==> config.mk <==
export PLATFORM = sky130hd
export DESIGN_NAME = fp32_multiply_truncating
export DESIGN_NICKNAME = d
export VERILOG_FILES = /design/src/rtl/fpm_pkg.sv /design/src/rtl/fp32_multiply_truncating.sv /design/src/rtl/fpm_lzc.sv
export SDC_FILE = /design/constraint.sdc
export NUM_CORES = 2
export LEC_CHECK = 0
export BUFFER_PORTS_ARGS = -buffer_cell sky130_fd_sc_hd__buf_2
export CORE_MARGIN = 2
export CORE_UTILIZATION = 55
export CTS_BUF_LIST = sky130_fd_sc_hd__clkbuf_8 sky130_fd_sc_hd__clkbuf_16
export DETAILED_ROUTE_END_ITERATION = 7
export PLACE_DENSITY = 0.72
export REMOVE_ABC_BUFFERS = 1
export SLEW_MARGIN = 5
export SYNTH_ARGS = -nofsm -noshare
export SYNTH_HDL_FRONTEND = slang
export SYNTH_SLANG_ARGS = --single-unit
==> constraint.sdc <==
create_clock -name clk -period 16.8 [get_ports clk]
set_clock_uncertainty 0.1 [all_clocks]
set_input_delay 3.36 -clock clk [delete_from_list [all_inputs] [get_ports clk]]
set_output_delay 3.36 -clock clk [all_outputs]
set_load 0.01 [all_outputs]
==> src/rtl/fpm_pkg.sv <==
// shared types and constants for the truncating single-precision multiplier
package fpm_pkg;

	localparam int unsigned FracW = 23;
	localparam int unsigned ExpW  = 8;
	localparam int unsigned SigW  = FracW + 1;
	localparam int unsigned ProdW = 2 * SigW;
	localparam int unsigned LzW   = 6;
	localparam int unsigned EW    = 10;

	// 1024 - 127 + 1, folded into the 10-bit exponent sum
	localparam logic [EW-1:0] EXP_OFFSET = 10'd898;
	localparam logic [ExpW-1:0] EXP_MAX = 8'hff;

	typedef logic [31:0] word_t;
	typedef logic [ProdW-1:0] prod_t;
	typedef logic [LzW-1:0] lz_t;
	typedef logic signed [EW-1:0] exp_t;

endpackage

==> src/rtl/fp32_multiply_truncating.sv <==
// top level: four-stage pipelined truncating single-precision multiplier
//
//  channel | signals                                  | direction
//  --------+------------------------------------------+----------
//  input   | in_valid, in_ready, operand_a, operand_b | into block
//  output  | out_valid, out_ready, product            | out of block
//
// one item per cycle while the output is taken; an item is registered in s1, s2, s3 and s4, then product is valid
// stages: s1 significand multiply, s2 leading-zero count and exponent,
// s3 normalize shift, s4 exponent range check and packing (output register)
// the whole pipe advances together; it holds when the output is valid and not taken
// reset clears the stage valid bits only; payload registers are not reset
module fp32_multiply_truncating (
	input  logic                clk,
	input  logic                arst_n,
	input  logic                in_valid,
	output logic                in_ready,
	input  fpm_pkg::word_t      operand_a,
	input  fpm_pkg::word_t      operand_b,
	output logic                out_valid,
	input  logic                out_ready,
	output fpm_pkg::word_t      product
);
	import fpm_pkg::*;

	logic advance;

	logic v_s1, v_s2, v_s3, v_s4;
	logic sign_s1, sign_s2, sign_s3;
	logic [ExpW:0] esum_s1;
	prod_t prod_s1, prod_s2, norm_s3;
	lz_t lz_s2;
	exp_t e_s2, e_s3;
	word_t product_s4;

	// effective exponents and significands (subnormal: exponent 1, no hidden bit)
	logic [ExpW-1:0] ea, eb;
	logic [SigW-1:0] ma, mb;
	lz_t lz;

	assign advance  = !v_s4 || out_ready;
	assign in_ready = advance;

	always_comb begin
		ea = (operand_a[30:23] == '0) ? ExpW'(1) : operand_a[30:23];
		eb = (operand_b[30:23] == '0) ? ExpW'(1) : operand_b[30:23];
		ma = {operand_a[30:23] != '0, operand_a[FracW-1:0]};
		mb = {operand_b[30:23] != '0, operand_b[FracW-1:0]};
	end

	fpm_lzc u_lzc (
		.prod (prod_s1),
		.lz   (lz)
	);

	// valid bits travel with the data
	always_ff @(posedge clk or negedge arst_n) begin
		if (!arst_n) begin
			v_s1 <= 1'b0;
			v_s2 <= 1'b0;
			v_s3 <= 1'b0;
			v_s4 <= 1'b0;
		end else if (advance) begin
			v_s1 <= in_valid;
			v_s2 <= v_s1;
			v_s3 <= v_s2;
			v_s4 <= v_s3;
		end
	end

	// final stage: range check on the signed exponent and packing
	logic [4:0] sh;
	prod_t shifted;
	word_t packed_w;

	always_comb begin
		sh      = 5'd1 - e_s3[4:0];
		shifted = norm_s3 >> sh;
		if (e_s3[EW-1]) begin
			// negative exponent: denormalize, or flush to zero at -23 and below
			if (e_s3 > -exp_t'(23)) begin
				packed_w = {sign_s3, {ExpW{1'b0}}, shifted[ProdW-1 -: FracW]};
			end else begin
				packed_w = {sign_s3, {(31){1'b0}}};
			end
		end else if (e_s3[ExpW]) begin
			// overflow to signed infinity
			packed_w = {sign_s3, EXP_MAX, {FracW{1'b0}}};
		end else begin
			packed_w = {sign_s3, e_s3[ExpW-1:0], norm_s3[ProdW-1 -: FracW]};
		end
	end

	always_ff @(posedge clk) begin
		if (advance) begin
			// s1: sign, exponent sum, significand product
			sign_s1 <= operand_a[31] ^ operand_b[31];
			esum_s1 <= {1'b0, ea} + {1'b0, eb};
			prod_s1 <= ma * mb;
			// s2: leading zeros and biased exponent in 10-bit two's complement
			sign_s2 <= sign_s1;
			prod_s2 <= prod_s1;
			lz_s2   <= lz;
			e_s2    <= exp_t'(EW'(esum_s1) + EXP_OFFSET - EW'(lz));
			// s3: shift out the leading one (zero product stays zero)
			sign_s3 <= sign_s2;
			e_s3    <= e_s2;
			norm_s3 <= (lz_s2 >= lz_t'(ProdW - 1)) ? '0 : (prod_s2 << (lz_s2 + lz_t'(1)));
			// s4: output register
			product_s4 <= packed_w;
		end
	end

	assign out_valid = v_s4;
	assign product   = product_s4;

endmodule

==> src/rtl/fpm_lzc.sv <==
// leading-zero count of the 48-bit significand product
module fpm_lzc (
	input  fpm_pkg::prod_t prod,
	output fpm_pkg::lz_t   lz
);
	import fpm_pkg::*;

	always_comb begin
		lz = lz_t'(ProdW);
		for (int i = 0; i < ProdW; i++) begin
			if (prod[i]) begin
				lz = lz_t'(ProdW - 1 - i);
			end
		end
	end

endmodule

==> impl_metrics.csv <==
group,metric,value,unit
logic_synthesis,synth_enable_flop_cells,189,
clock_network,h-tree-depth,4,
floorplan,die_x,235,um
clock_network,cts_setup_buffers,0,
routing,drtAntennaViolNets,0,
sta,period_share,61.4,%
clock_network,cts_tree,"built",
finish,layout_common_cells,"inv_1, fa_1, nand2_1, and2_1, ha_1",
grt,antenna_found_initial,0,
logic_synthesis,synth_top_flop_cell,"edfxtp_1",
sta,setup_violations,0,
grt,grtUsageTotal,26.5,%
worst_setup_path,end_kind,"flop",
placement,port_buffers,101,
sta,maxSlewViolCount,0,
logic_synthesis,synth_largest_area_cell,"fa_1",
grt,grt_max_degree,81,
grt,grt_overflow,0,
logic_synthesis,netlist_area,29200,um^2
logic_synthesis,synth_area_leaders,"fa_1, edfxtp_1, ha_1, inv_1, nand2_1",
routing,drc,0,
finish,areaGrowthSynthToFinish,5.12,%
worst_hold_path,hold_class,"flop to flop",
worst_setup_path,cp.arrival,10410,ps
logic_synthesis,synth.avg_cell_area,9.57,um^2
logic_synthesis,synth_top_area_share,33.1,%
routing,post_drt_wl_per_cell,18.7,um
worst_setup_path,crit_path_start_kind,"primary input",
worst_setup_path,required,16890,ps
clock_network,cts_buffer_depth,2,
sta,period_minus_slack,10320,ps
routing,routed_wl,69.7,mm
finish,drive_above_1_share,6.98,%
run_status,status,"finished clean",
clock_network,clkSinkCount,193,
clock_network,cts.repair.resized,0,
floorplan,die-area,55000,um^2
logic_synthesis,ys_types,64,
floorplan,ioPinCount,102,
logic_synthesis,async_flop_share,2.07,%
sta,tns,0,ps
sta,max_freq,96.9,MHz
routing,drtIter0Drc,1304,
logic_synthesis,synth-warning-count,0,
logic_synthesis,synth_cells,3055,
finish,n_antenna_cell,0,
sta,worst_pin_slew,1180,ps
grt,grt_pass1_wl,115,mm
finish,final_common_cell,"inv_1",
logic_synthesis,synth-seq-area-share,19.8,%
routing,viasPerCell,5.67,
grt,grt_pass1_vias,22700,
worst_setup_path,worst-setup-path-type,"primary input to flop",
clock_network,cts_made_buffers,17,
clock_network,root_buffer,"clkbuf_16",
floorplan,core-area,52600,um^2
finish,fillCellCount,4561,
routing,first_pass_iters,5,
floorplan,die_h,235,um
sta,finalHoldViolations,0,
floorplan,num_rows,84,
sta,relSlewSlack,21.3,%
worst_setup_path,path_max_fanout,25,
routing,vias,21100,
logic_synthesis,synth_seq_cells,193,
sta,rsz0062_at_grt,"no",
clock_network,clk_pin_slew,70,ps
run,cap_violations,0,
placement,dpl.hpwl,55.3,mm
finish,multi_input_area,20800,um^2
finish,register_area,5780,um^2
clock_network,hold_buffers,0,
finish,nNetsFinal,3774,
placement,gp_congestion,0.927,
floorplan,start_util,55.6,%
clock_network,clk_latency,450,ps
-- stage by stage --
| stage | utilization (%) | worst slack (ps) | cell area [um^2] | hold slack [ps] | instances |
|---|---|---|---|---|---|
| floorplan | - | 5290 | 28600 | 300 | 2888 |
| global placement | 57.4 | 6250 | 30100 | 303 | 3694 |
| detailed placement | 57.4 | 6090 | 30100 | 305 | 3694 |
| CTS | 58.5 | 6540 | 30700 | 321 | 3724 |
| global route | 58.5 | 6170 | 30700 | 327 | 3724 |
| finish | 58.5 | 6480 | 30700 | 320 | 3724 |
-- synth_stat cells (4+ instances only) --
cell type  number
a211o_1         5
a211oi_1       41
a21o_1         26
a21oi_1       116
a22o_1         14
a31oi_1         7
and2_1        209
and3_1          6
buf_1           6
buf_2          13
clkbuf_1      147
dfrtp_1         4
edfxtp_1      189
fa_1          484
ha_1          197
inv_1         539
mux2_2         17
mux2i_1        68
mux4_2         30
nand2_1       477
nand2b_1       10
nand3_1        27
nor2_1        145
nor2b_1        18
nor3_1         20
nor4_1         16
o211ai_1        9
o21a_1          9
o21ai_0        73
o21bai_1       12
o22ai_1         4
o31ai_1         4
xnor2_1        47
xor2_1         15
-- worst max-delay path, cell delays in order --
cell	delay, ps
buf_2	110
nor4_1	320
nand2_1	100
buf_4	260
and2_1	230
fa_1	510
fa_1	530
fa_1	550
inv_1	50
fa_1	480
fa_1	460
fa_1	510
inv_1	50
fa_1	450
ha_1	360
a211oi_1	310
a31oi_1	190
o21ai_0	250
a21oi_1	110
o21ai_2	100
a31oi_1	190
a221o_1	390
a21bo_2	240
a21oi_1	190
xnor2_1	90
-- path summary, 6_finish.rpt --
| path | start | end | slack (ps) | cells past startpoint |
|---|---|---|---|---|
| max in group asynchronous | arst_n | v_s3 | 13870 | 1 |
| max reg2reg | prod_s1[5] | e_s2[9] | 12070 | 21 |
| min in group asynchronous | arst_n | out_valid | 2610 | 1 |
| max | operand_a[30] | prod_s1[44] | 6480 | 25 |
| min | e_s2[2] | e_s3[2] | 320 | 0 |
| min reg2reg | e_s2[2] | e_s3[2] | 320 | 0 |
-- registers in the layout (all words and copies together) (netlist names), 6 cells and up --
signal / count
esum_s1: 9
e_s3: 10
lz_s2: 6
prod_s1: 48
norm_s3: 23
product: 32
e_s2: 10
prod_s2: 48
-- routing by layer --
layer  vias up  track usage, %  wire length, um
li1       9579               -                -
met1     10600            33.3            27900
met2       809            46.0            34500
met3       150            5.14             5200
met4         0            9.06             2080
met5         -               0                0
-- cells by family (layout without fill, tap and decap cells) --
group                      count (synthesis)  count (layout)  synth area share, %
xor gates and xnor gates                  62              62                 1.86
muxes                                    115             115                 5.29
buffers and inverters                    708             689                 9.17
AOI/OAI and AO/OA                        356             356                 7.73
adders and majority gates                681             681                 41.6
and+or+nand+nor                          940             940                 14.6
DFF                                      193             193                 19.8
-- cell type report --
cell class              count  share of cell area [%]
flip-flops and latches    193                    18.8
inverters                 541                    6.61
well taps                 688                    2.80
clock inverters            13                   0.529
clock buffers              17                    1.38
repair buffers            118                    2.06
multi-input cells        2154                    67.8
Power is not shown: default switching activity piles up to over one toggle a cycle in this logic, so the estimate is an artifact.
